==> config.mk <==
export PLATFORM = sky130hd
export DESIGN_NAME = nob_fifo
export DESIGN_NICKNAME = d
export VERILOG_FILES = /design/src/nob_pkg.sv /design/src/nob_fifo.sv
export SDC_FILE = /design/constraint.sdc
export NUM_CORES = 1
export LEC_CHECK = 0
export CAP_MARGIN = 20
export CORE_ASPECT_RATIO = 1.5
export CORE_MARGIN = 4
export CORE_UTILIZATION = 30
export CTS_CLUSTER_DIAMETER = 100
export DETAILED_ROUTE_END_ITERATION = 8
export DONT_BUFFER_PORTS = 1
export PLACE_DENSITY = 0.47
export SYNTH_ARGS = -nofsm -noshare
export SYNTH_HDL_FRONTEND = slang
export SYNTH_SLANG_ARGS = --single-unit
==> constraint.sdc <==
create_clock -name i_clk -period 5.95 [get_ports i_clk]
set_input_delay 1.19 -clock i_clk [delete_from_list [all_inputs] [get_ports i_clk]]
set_output_delay 1.19 -clock i_clk [all_outputs]
set_load 0.005 [all_outputs]
==> src/nob_pkg.sv <==
// Shared types, constants and helpers for the normalise / orthonormal basis unit.
// No dependencies; every other file in src imports this package.
package nob_pkg;

    localparam int IN_W          = 16;
    localparam int V_W           = IN_W + 1;      // raw or negated component
    localparam int OUT_FRAC      = 14;
    localparam int OUT_W         = OUT_FRAC + 2;
    localparam int SQ_W          = 2 * IN_W;      // sum of squares
    localparam int PM_W          = V_W + 32;      // |v| * y
    localparam int RQ_W          = PM_W + 1;
    localparam int NEWTON_STEPS  = 3;
    localparam int NORM_LAT      = 5 + 3 * NEWTON_STEPS + 2;
    localparam int BACK_LAT      = NORM_LAT + 2;
    localparam int R_BASE        = 46 - OUT_FRAC;
    localparam int FIFO_DEPTH    = 2;

    localparam logic [32:0] F_THREE = 33'd3 << 30;
    localparam logic [32:0] Y_LO    = 33'd1 << 30;
    localparam logic [32:0] Y_HI    = 33'd1 << 31;
    localparam logic [RQ_W-1:0] ONE_Q = RQ_W'(1) << OUT_FRAC;

    localparam logic [1:0] AXIS_X = 2'd0;
    localparam logic [1:0] AXIS_Y = 2'd1;
    localparam logic [1:0] AXIS_Z = 2'd2;

    typedef struct packed {
        logic signed [V_W-1:0] z;
        logic signed [V_W-1:0] y;
        logic signed [V_W-1:0] x;
    } t_vec;

    typedef struct packed {
        logic signed [OUT_W-1:0] z;
        logic signed [OUT_W-1:0] y;
        logic signed [OUT_W-1:0] x;
    } t_qvec;

    typedef struct packed {
        t_vec       v;
        t_vec       p;
        logic [1:0] axis;
        logic       deg;
    } t_item;

    typedef struct packed {
        t_qvec      bz;
        t_qvec      by;
        t_qvec      bx;
        logic [1:0] axis;
        logic       deg;
    } t_res;

    typedef struct packed {
        logic [31:0] m;
        logic [3:0]  k;
        t_vec        v;
    } t_nctx;

    // seed approximating 2^46/sqrt(m), indexed by m[31:28]
    function automatic logic [31:0] seed_lookup(input logic [3:0] top);
        logic [31:0] s;
        case (top)
            4'd4:    s = 32'd2024666910;
            4'd5:    s = 32'd1831378350;
            4'd6:    s = 32'd1684623612;
            4'd7:    s = 32'd1568298719;
            4'd8:    s = 32'd1473160898;
            4'd9:    s = 32'd1393472075;
            4'd10:   s = 32'd1325456973;
            4'd11:   s = 32'd1266517136;
            4'd12:   s = 32'd1214801435;
            4'd13:   s = 32'd1168944069;
            4'd14:   s = 32'd1127914247;
            default: s = 32'd1090921693;
        endcase
        return s;
    endfunction

    // clamp a rounded magnitude to 1.0 and restore the sign
    function automatic logic signed [OUT_W-1:0] sat_sign(input logic neg,
                                                         input logic [RQ_W-1:0] q);
        logic [RQ_W-1:0]  c;
        logic [OUT_W-1:0] o;
        c = (q > ONE_Q) ? ONE_Q : q;
        o = c[OUT_W-1:0];
        return neg ? -o : o;
    endfunction

endpackage

==> src/nob_fifo.sv <==
// Short queue of classified items between front and back end.
// Depends on nob_pkg.
module nob_fifo import nob_pkg::*; (
    input  logic  i_clk,
    input  logic  i_rst_n,
    input  logic  i_push,
    input  t_item i_item,
    output logic  o_full,
    input  logic  i_pop,
    output logic  o_valid,
    output t_item o_item
);
    localparam int PW = $clog2(FIFO_DEPTH);

    t_item           r_mem [FIFO_DEPTH];
    logic [PW-1:0]   r_wp, r_rp;
    logic [PW:0]     r_cnt;
    logic            w_push, w_pop;

    assign o_full  = (r_cnt == (PW+1)'(FIFO_DEPTH));
    assign o_valid = (r_cnt != '0);
    assign o_item  = r_mem[r_rp];
    assign w_push  = i_push && !o_full;
    assign w_pop   = i_pop && o_valid;

    always_ff @(posedge i_clk) begin
        if (w_push) begin
            r_mem[r_wp] <= i_item;
        end
    end

    always_ff @(posedge i_clk) begin
        if (!i_rst_n) begin
            r_wp  <= '0;
            r_rp  <= '0;
            r_cnt <= '0;
        end else begin
            if (w_push) begin
                r_wp <= (r_wp == PW'(FIFO_DEPTH - 1)) ? '0 : r_wp + 1'b1;
            end
            if (w_pop) begin
                r_rp <= (r_rp == PW'(FIFO_DEPTH - 1)) ? '0 : r_rp + 1'b1;
            end
            r_cnt <= r_cnt + (PW+1)'(w_push) - (PW+1)'(w_pop);
        end
    end
endmodule

Word-level counts from Yosys, hierarchy flattened --
Memory sizes are Yosys's and may differ from the RTL's. A register that Yosys moved wholly into a read port is not among the register bits. Index checks and enable logic that the tools add are counted.
Storage, ports and cells: register bits after elaboration 4, memories kept 1, output and inout port bits 107, logic and storage cells 19, bits in writable memories 210, input bits 109
Memory list:
- r_mem | depth 2, width 105, rd ports 1, clocked after Yosys merged registers in 1, wr ports 1, RTL line nob_fifo.sv:15 | t_item r_mem [FIFO_DEPTH];
Operators by class: reduce and logical (&&, ||, !) cells 4, equal/unequal tests 1, mux-type cells 6, $add $sub $neg 4
Operators with widths (count):
- 1-bit two-way mux | 6
- 1-bit adder, second input constant | 2
- 2-bit by 1-bit adder with 2-bit output | 1
- 2-bit == test, second input constant | 1
- 1-bit logical AND | 2
- 2-bit nonzero test | 1
- 2-bit by 1-bit subtractor with 2-bit output | 1
- 1-bit zero test | 1

Depth between registers and ports, before layout --
depth after elaboration 5, gate-level depth with buffers 8

Worst setup path before layout --
No wires, ideal clock.
path type input-to-reg, from input port i_push, to memory r_mem[0][0] (netlist bit), enable pin, arrival time 5.653 ns, stages on the path 2, buffers on the path 0, library setup time 0.570 ns, path slack -0.273 ns, data required time 5.380 ns, cells stage by stage nand2_1 > nor2_1
Between the ends: cells in the longest elaborated chain, start to end 3
RTL lines:
- start, declared | RTL line nob_fifo.sv:6 | input logic i_push,
- 1-bit logical AND | RTL line nob_fifo.sv:23 | assign w_push = i_push && !o_full;
- 1-bit two-way mux | RTL line nob_fifo.sv:27 | if (w_push) begin
- 1-bit two-way mux (implied by the code) | RTL line nob_fifo.sv:28 | r_mem[r_wp] <= i_item;
- end, declared | RTL line nob_fifo.sv:15
Every way passes these cells.

==> results.yml <==
outcome:
  outcome: "completed"
worst_setup_path:
  endpoint_kind: "output pin"
  worstRegToRegCells: 3
  critPathKind: "reg2out"
  max_stage_delay_ps: 660
  critPathMaxFanout: 43
  cp.arrival_ps: 2360
  crit_path_start_kind: "flop"
  r2r-start: "r_cnt[0]"
  cp_slowest_cell: "dfxtp_4"
  crit_chain: "buf_4 -> mux2_2"
  worstPathRequired_ps: 4760
detailed_routing:
  wl_per_cell_um: 20.78
  antenna_left: 0
  drc_errors: 0
  vias_per_cell: 4.459
  drt_wl_total_mm: 15.04
  vias: 3228
  drt-initial-drc-count: 140
  drt_first_pass_iters: 4
sta:
  slew_viol_final: 0
  fmax_mhz: 282.1
  setup_tns_ps: 0
  min_period_ps: 3545
  finClkSkew_ps: 5.637
  setup_violations: 0
  finalWorstSetupSlack_ps: 2405
  hold_viol: 0
  max_slew_margin: 0.3356
  fin_crit_sh: 0.5959
  holdWs_ps: 509.3
  rsz0062_at_grt: "false"
  tightest_slew_ps: 996.6
cts:
  worst_skew_pair.late_latency_ps: 500
  cts_setup_buffers: 0
  clock_path_buffers: 3
  numCtsBuffers: 22
  htreeDepth: 1
  postCtsResizedCells: 0
  clockRootBuffer: "clkbuf_16"
  cts_sinks: 215
  cts_tree: "yes"
  clk_transition_reported_paths_ps: 60
  hold_buffers: 0
floorplanning:
  die-area_mm2: 0.02962
  row_count: 73
  fp.dieH_um: 208.8
  core_region_area_mm2: 0.02649
  pin_count: 216
  die_w_um: 141.9
  initial_core_util: 0.3044
placement:
  dp_hpwl_mm: 10.01
  placed_cells: 684
  place_congestion: 0.6810
  dpl_worst_slack_ps: 2819
  port-buffer-count: 0
synth:
  synth_edf_count: 210
  synth_common_cells: "edfxtp_1, mux2_2, mux2_4"
  syn_nets: 465
  postSynthCellCount: 354
  ys_types: 21
  synth-seq-area-share: 0.7944
  ys_top_cells_by_area: "edfxtp_1, mux2_4, mux2_2"
  yosysMostFrequentCell: "edfxtp_1"
  synth_seq_cells: 215
  synth.largest_area_cell: "edfxtp_1"
  synth_top_flop_cell: "edfxtp_1"
  synth_top_area_share: 0.7820
  synthArstFlopShare: 0
  netlist_area_mm2: 0.008064
  avgSynthCellArea_um2: 22.78
  yosysWarnings: 0
power_and_ir_drop:
  irDropWorstVdd_mv: 0.3699
  total_power_mw: 4.315
  power_density_mw_per_mm2: 470.8
  p_leak_nw: 3.056
grt:
  antenna_found_initial: 0
  first_global_vias: 3550
  grt_max_degree: 71
  track_usage: 0.09829
  gr-total-overflow: 0
  grt_pass1_wl_mm: 22.04
final_layout:
  fin_cells: 724
  diodes: 0
  drive_gt1_frac: 0.3850
  fill_cells: 2492
  nets: 482
  syn2layout_area_growth_pct: 13.67
hold_path:
  hold_path.startpoint: "r_rp"
  hold_path_depth: 2
  min_path_type: "reg2reg"
flow_run:
  max_cap_viol_count: 0
[area by class of cell]
cell class / instances / area, um2 / share of cell area
Timing Repair Buffer: 5 / 37.54 / 0.004095
Inverter: 3 / 11.26 / 0.001229
Tap cell: 337 / 421.7 / 0.04600
Clock inverter: 12 / 163.9 / 0.01788
Sequential cell: 215 / 6410 / 0.6993
Multi-Input combinational cell: 124 / 1508 / 0.1645
Clock buffer: 28 / 614.3 / 0.06702
[metrics by stage]
step | area (um2) | utilization
floorplan | 8066 | -
global placement | 8388 | 0.3167
detailed placement | 8388 | 0.3167
CTS | 9166 | 0.3461
global route | 9166 | 0.3461
finish | 9166 | 0.3461
[worst max-delay path: cells and delay by family (launching register included)]
kind                   cells  cell delay (ps)
DFF                        1              660
buffers and inverters      1              640
muxes                      1              430
[cells in the final DEF, fill, tap and decap left out]
| cell | n |
|---|---|
| dfxtp_4 | 1 |
| ha_1 | 2 |
| nor3_1 | 1 |
| nand2b_1 | 2 |
| xor2_1 | 1 |
| clkbuf_16 | 23 |
| mux2_2 | 55 |
| inv_6 | 1 |
| bufinv_16 | 4 |
| and3_4 | 1 |
| inv_1 | 3 |
| nand2_1 | 2 |
| o21a_1 | 1 |
| edfxtp_1 | 210 |
| nor2_4 | 1 |
| and2_1 | 2 |
| buf_4 | 5 |
| xnor2_1 | 1 |
| or2_2 | 1 |
| mux2i_1 | 1 |
| mux2_4 | 50 |
| clkinv_1 | 2 |
| clkbuf_1 | 3 |
| clkbuf_8 | 2 |
| nor2_1 | 3 |
| clkinv_2 | 4 |
| dfxtp_1 | 4 |
| clkinvlp_4 | 1 |
[where the power goes]
part           leakage, nW  internal, mW  total, mW  switching (mW)
clock network        0.381         0.905       1.46           0.552
registers             2.00          1.96       2.05          0.0903
logic                0.672         0.383      0.812           0.429
total                 3.06          3.24       4.32            1.07
[path summary, 6_finish.rpt]
kind | endpoint | slack, ps
min | flop | 510
max reg2reg | r_mem[1][42] | 3540
min reg2reg | flop | 510
max | o_item[100] | 2400
[logic make-up after synthesis]
| group | Yosys count | share of synthesized area |
|---|---|---|
| buffers and inverters | 15 | 0.02017 |
| muxes | 106 | 0.1711 |
| DFF | 215 | 0.7944 |
| adders and majority gates | 2 | 0.003103 |
| and+or+nand+nor | 13 | 0.008068 |
| xor gates and xnor gates | 2 | 0.002173 |
| AOI/OAI and AO/OA | 1 | 0.0009313 |
[registers in the layout, summed over array words and instances, names as in the netlist, named ones only]
register	count
r_wp	1
r_mem	210
r_rp	1
r_cnt	2
[layer usage]
layer	part of all wire	wire, um	track usage
met1	0.30	4502	0.08591
met2	0.57	8580	0.1883
met3	0.10	1521	0.04144
met4	0.029	439	0.04503
met5	0	0	0
(Power assumes the default switching activity.)
