--- src/nob_pkg.sv ---
// Shared types, constants and helpers for the normalise / orthonormal basis unit.
// No dependencies; every other file in src imports this package.
package nob_pkg;

    localparam int IN_W          = 16;
    localparam int V_W           = IN_W + 1;      // raw or negated component
    localparam int OUT_FRAC      = 14;
    localparam int OUT_W         = OUT_FRAC + 2;
    localparam int SQ_W          = 2 * IN_W;      // sum of squares
    localparam int PM_W          = V_W + 32;      // |v| * y
    localparam int RQ_W          = PM_W + 1;
    localparam int NEWTON_STEPS  = 3;
    localparam int NORM_LAT      = 5 + 3 * NEWTON_STEPS + 2;
    localparam int BACK_LAT      = NORM_LAT + 2;
    localparam int R_BASE        = 46 - OUT_FRAC;
    localparam int FIFO_DEPTH    = 2;

    localparam logic [32:0] F_THREE = 33'd3 << 30;
    localparam logic [32:0] Y_LO    = 33'd1 << 30;
    localparam logic [32:0] Y_HI    = 33'd1 << 31;
    localparam logic [RQ_W-1:0] ONE_Q = RQ_W'(1) << OUT_FRAC;

    localparam logic [1:0] AXIS_X = 2'd0;
    localparam logic [1:0] AXIS_Y = 2'd1;
    localparam logic [1:0] AXIS_Z = 2'd2;

    typedef struct packed {
        logic signed [V_W-1:0] z;
        logic signed [V_W-1:0] y;
        logic signed [V_W-1:0] x;
    } t_vec;

    typedef struct packed {
        logic signed [OUT_W-1:0] z;
        logic signed [OUT_W-1:0] y;
        logic signed [OUT_W-1:0] x;
    } t_qvec;

    typedef struct packed {
        t_vec       v;
        t_vec       p;
        logic [1:0] axis;
        logic       deg;
    } t_item;

    typedef struct packed {
        t_qvec      bz;
        t_qvec      by;
        t_qvec      bx;
        logic [1:0] axis;
        logic       deg;
    } t_res;

    typedef struct packed {
        logic [31:0] m;
        logic [3:0]  k;
        t_vec        v;
    } t_nctx;

    // seed approximating 2^46/sqrt(m), indexed by m[31:28]
    function automatic logic [31:0] seed_lookup(input logic [3:0] top);
        logic [31:0] s;
        case (top)
            4'd4:    s = 32'd2024666910;
            4'd5:    s = 32'd1831378350;
            4'd6:    s = 32'd1684623612;
            4'd7:    s = 32'd1568298719;
            4'd8:    s = 32'd1473160898;
            4'd9:    s = 32'd1393472075;
            4'd10:   s = 32'd1325456973;
            4'd11:   s = 32'd1266517136;
            4'd12:   s = 32'd1214801435;
            4'd13:   s = 32'd1168944069;
            4'd14:   s = 32'd1127914247;
            default: s = 32'd1090921693;
        endcase
        return s;
    endfunction

    // clamp a rounded magnitude to 1.0 and restore the sign
    function automatic logic signed [OUT_W-1:0] sat_sign(input logic neg,
                                                         input logic [RQ_W-1:0] q);
        logic [RQ_W-1:0]  c;
        logic [OUT_W-1:0] o;
        c = (q > ONE_Q) ? ONE_Q : q;
        o = c[OUT_W-1:0];
        return neg ? -o : o;
    endfunction

endpackage

--- src/nob_front.sv ---
// Front end: sign-extends the raw vector, finds the major axis, the
// perpendicular and the zero-vector flag. Depends on nob_pkg.
module nob_front import nob_pkg::*; (
    input  logic [IN_W-1:0] i_vec_x,
    input  logic [IN_W-1:0] i_vec_y,
    input  logic [IN_W-1:0] i_vec_z,
    output t_item           o_item
);
    logic signed [V_W-1:0] w_x, w_y, w_z;
    logic [V_W-1:0]        w_ax, w_ay, w_az;

    assign w_x  = {i_vec_x[IN_W-1], i_vec_x};
    assign w_y  = {i_vec_y[IN_W-1], i_vec_y};
    assign w_z  = {i_vec_z[IN_W-1], i_vec_z};
    assign w_ax = w_x[V_W-1] ? -w_x : w_x;
    assign w_ay = w_y[V_W-1] ? -w_y : w_y;
    assign w_az = w_z[V_W-1] ? -w_z : w_z;

    always_comb begin
        o_item.v.x = w_x;
        o_item.v.y = w_y;
        o_item.v.z = w_z;
        o_item.deg = (w_ax == '0) && (w_ay == '0) && (w_az == '0);
        if (w_ax >= w_ay && w_ax >= w_az) begin
            o_item.axis = AXIS_X;
            o_item.p.x  = -w_y;
            o_item.p.y  = w_x;
            o_item.p.z  = '0;
        end else if (w_ay >= w_az) begin
            o_item.axis = AXIS_Y;
            o_item.p.x  = '0;
            o_item.p.y  = -w_z;
            o_item.p.z  = w_y;
        end else begin
            o_item.axis = AXIS_Z;
            o_item.p.x  = w_z;
            o_item.p.y  = '0;
            o_item.p.z  = -w_x;
        end
    end
endmodule

--- config.mk ---
export PLATFORM = sky130hd
export DESIGN_NAME = nob_front
export DESIGN_NICKNAME = d
export VERILOG_FILES = /design/src/nob_pkg.sv /design/src/nob_front.sv
export SDC_FILE = /design/constraint.sdc
export NUM_CORES = 1
export LEC_CHECK = 0
export ABC_CLOCK_PERIOD_IN_PS = 5600
export BUFFER_PORTS_ARGS = -buffer_cell sky130_fd_sc_hd__buf_2
export CAP_MARGIN = 20
export CORE_AREA = 3 3 102 104
export DETAILED_ROUTE_END_ITERATION = 10
export DIE_AREA = 0 0 105 107
export GPL_ROUTABILITY_DRIVEN = 0
export GPL_TIMING_DRIVEN = 0
export PLACE_DENSITY = 0.83
export SLEW_MARGIN = 30
export SYNTH_ARGS = -nofsm -noshare
export SYNTH_HDL_FRONTEND = slang
export SYNTH_SLANG_ARGS = --single-unit
--- constraint.sdc ---
create_clock -name vclk -period 5.6
set_input_delay 0.56 -clock vclk [all_inputs]
set_output_delay 0.56 -clock vclk [all_outputs]
set_load 0.05 [all_outputs]
Word level (Yosys, flattened, before mapping) --
Cells that the tools add are included.
Storage, ports and cells: register bits after elaboration 0, word-level logic and storage cells 17, memories 0, RAM bits 0, ROM bits 0, bits in latches 0
Operators by class: equality and inequality tests 0, bitwise gates (word level) 0, reductions and logical operators 6, shift operators 0, magnitude comparators 3, add/sub/neg operators 3, mux-type cells 5, multiply operators 0, divide/modulo/power cells 0
Operators with widths (count):
- $mux 53 | 2
- $ge 17x17->1 | 3
- $logic_not 17->1 | 3
- $mux 17 | 3
- $neg 16->17 | 3
- $logic_and 1x1->1 | 3

Depth between registers and ports, before layout --
depth in word-level cells 5, gate-level depth with buffers 18, gate-level depth less buffers 15

Worst setup path before layout --
OpenSTA, ideal clock, no wires.
path type input -> output, start input port i_vec_y[6], end output port o_item[11] (netlist bit), stages on the path 15, slack 0.237 ns, data required time 5.040 ns, path buffers 3, arrival time 4.803 ns, path through clkbuf_1 or3_1 buf_2 or2_2 or4b_1 nor3_1 ha_1 inv_1 ha_1 and4_1 nand3_1 o41ai_2 a2bb2oi_4 buf_4 mux2i_1
RTL lines:
- from (decl) | RTL line nob_front.sv:5 | input logic [IN_W-1:0] i_vec_y,
- to (decl) | RTL line nob_front.sv:7 | output t_item o_item

==> results by group <==
Global routing
  • Global-route wire length before repair: 22.9 mm
  • Number of global-route vias before repair: 4691
  • Largest net degree at the start of global routing: 11
  • Initial antenna violation count: 0
  • Overall routing resource usage: 24.4%
  • Gr ovfl total: 0

Routing
  • Drt via density: 5.60
  • DRT antenna net count: 0
  • Top layer used by detailed routing: met4
  • Routed WL per cell: 16.4 µm
  • Met2 wire len: 6.43 mm
  • Final wirelength: 14.4 mm
  • Drt first pass iters: 5
  • Vias: 4920
  • First DRT Iteration DRCs: 423
  • Met1 wire length: 6.28 mm
  • DRC errors left: 0
  • Metal3 WL: 1.19 mm

Critical path
  • Critical path required time: 5.04 ns
  • Worst setup path endpoint: o_item[28]
  • CP max-delay cell: or4b_4
  • Critical Path Start Type: input port
  • Crit path DAT: 4.87 ns
  • WS Path Type: in2out
  • Crit. End Element: output pin
  • Critical path origin: i_vec_y[0]
  • Crit-path max FO: 10
  • Largest stage delay, worst path: 0.50 ns
  • Crit path cell chain: buf_2 -> inv_1 -> ha_1 -> or3b_1 -> buf_4 -> nor2_4 -> or4b_4 -> nor3_1 -> ha_2 -> inv_1 -> ha_1 -> and4_1 -> nand3_1 -> o41ai_4 -> a2bb2oi_4 -> buf_4 -> buf_6 -> mux2_1 -> buf_2

Cells and area
  • Layout cells sized above 1: 32.8%
  • Finished Layout Cells: 879
  • # diodes: 0
  • Clock buf count: 0
  • Most frequent cells in the layout: buf_2, buf_4, ha_1, o21ai_0, nand2_1
  • Synthesis-to-finish area growth: 22.9%
  • Register area: 0 µm²
  • Leading cell type in the layout, fill and taps excluded: buf_2
  • FFs & Latches: 0
  • Layout Nets: 845

Die
  • Core ar.: 0.00964 mm²
  • I/O Pins: 153
  • Die area: 0.0112 mm²
  • Site Rows: 36
  • Die H: 107 µm
  • Initial Utilization: 44.1%
  • Die Wd: 105 µm

Pwr
  • Switching Power: 874 µW
  • P_leak: 2.48 nW
  • Sequential fraction of design power: 0%
  • Internal power: 353 µW
  • Comb power frac: 100.0%
  • Clock power frac: 0%
  • Worst ir drop on vdd: 0.187 mV
  • Switching fraction of total power: 71.2%
  • Pwr Density: 235 mW/mm²

Run
  • Max Cap Viol: 0

Timing
  • Min Tclk post-route: 5.43 ns
  • Slew headroom: 49.9%
  • Highest Clock Rate: 184 MHz
  • Final WS setup: 0.169 ns
  • Slew Limit Fails: 0
  • Slew @ Worst Pin: 0.742 ns
  • Final worst path period share: 97.0%
  • Sum Neg Setup Slack: 0 ns
  • Final setup vio count: 0
  • Final hold vios: 0

Placement
  • Worst slack, placed: -0.196 ns
  • HPWL after DPL: 12.1 mm
  • Placed insts: 877
  • I/O Buffers: 142

Synth
  • Mapped Avg Cell Area: 7.06 µm²
  • Synth Cell Area: 0.00425 mm²
  • Seq/Total Area, Yosys: 0%
  • Synth warnings: 0
  • Syn Inst Count: 602
  • Count of unique library cells instantiated by Yosys: 59
  • Syn_nets: 699

Worst hold path
  • HP Class: in2out

Outcome
  • Status: complete, no violations
synth_stat cells (2+ instances only):
library cell / n / area share (%)
nor3_1: 33 / 3.9
o211ai_1: 9 / 1.6
inv_1: 28 / 2.5
a211oi_1: 4 / 0.71
nor2_1: 20 / 1.8
a21o_1: 8 / 1.4
nor4_1: 7 / 1.0
clkbuf_1: 25 / 2.2
nand2_1: 38 / 3.4
or2_2: 6 / 0.88
buf_1: 2 / 0.18
mux2_2: 5 / 1.3
buf_6: 2 / 0.53
xor2_1: 37 / 7.6
nor2b_1: 7 / 1.0
or4_1: 7 / 1.2
o41ai_1: 3 / 0.62
nand3_1: 25 / 2.9
ha_1: 49 / 14
mux2i_1: 19 / 4.5
buf_2: 9 / 1.1
xnor2_1: 35 / 7.2
nor4b_1: 2 / 0.41
or4b_1: 3 / 0.71
o22ai_1: 2 / 0.29
a21oi_1: 31 / 3.7
o41ai_2: 4 / 1.5
nand4_1: 11 / 1.6
o311a_1: 2 / 0.47
o21ai_0: 42 / 4.9
buf_4: 55 / 9.7
mux2_1: 11 / 2.9
or3_1: 13 / 1.9
and4_1: 4 / 0.82
a31oi_1: 4 / 0.59
nand2b_1: 12 / 1.8
o2bb2ai_1: 2 / 0.41
o31ai_1: 4 / 0.71
maj3_1: 2 / 0.47
metrics by stage:
step                      power, mW  cell area (µm²)  utilization, %  hold slack [ns]
after floorplan               0.917             4250               -             1.29
after global placement         1.18             5120            53.2             1.42
after detailed placement       1.19             5120            53.2             1.42
after CTS                      1.19             5130            53.2             1.42
after global routing           1.30             5220            54.2             1.43
final                          1.23             5220            54.2             1.42
worst min path at each step:
stage                     start          end  slack [ns]  depth (start not counted)
finish               i_vec_x[2]   o_item[56]        1.42                          2
global route         i_vec_y[9]   o_item[80]        1.43                          2
CTS                  i_vec_y[9]   o_item[80]        1.42                          2
detailed placement   i_vec_y[9]   o_item[80]        1.42                          2
global placement     i_vec_y[9]   o_item[80]        1.42                          2
floorplan           i_vec_z[12]  o_item[100]        1.29                          1
timing repair:
action | CTS | global route
setup buffers | 0 | 4
pin swaps | 0 | 4
hold buffers | 0 | 0
setup endpoints to repair | 31 | 49
gates resized for setup | 3 | 21
kinds of logic (layout without fill, tap and decap cells):
kind of cell / count (synthesis) / count (layout) / synth area share (%)
AND/OR/NAND/NOR: 193 / 193 / 24.3
AO/OA/AOI/OAI: 129 / 129 / 20.7
buffers and inverters: 121 / 265 / 16.2
XOR/XNOR: 73 / 73 / 15.2
adder cells (fa/ha/maj): 51 / 51 / 14.9
multiplexers: 35 / 35 / 8.72
power groups by stage:
stage	Sequential, mW	Clock [mW]	Combinational [mW]
finish	0	0	1.23
global route	0	0	1.30
global placement	0	0	1.18
floorplan	0	0	0.917
detailed placement	0	0	1.19
CTS	0	0	1.19
routing by layer:
| metal | vias up | global-route usage [%] |
|---|---|---|
| met3 | 30 | 1.20 |
| met5 | - | 0 |
| met4 | 0 | 8.06 |
| met1 | 2212 | 33.8 |
| li1 | 2420 | - |
| met2 | 258 | 40.5 |
worst max-delay path: cells and delay by family:
kind            cells  cell delay [ns]
simple gates        6             1.50
compound gates      2             0.65
buf+inv             7             1.06
mux                 1             0.34
fa+ha+maj           3             0.75
final cells by class:
type / instances / area [µm²]
multi-input cells: 481 / 3620
repair buffers: 146 / 751
fillers: 948 / 4420
inverters: 28 / 105
plain buffers: 91 / 582
well taps: 133 / 166
Power figures use the tool's default switching activity.
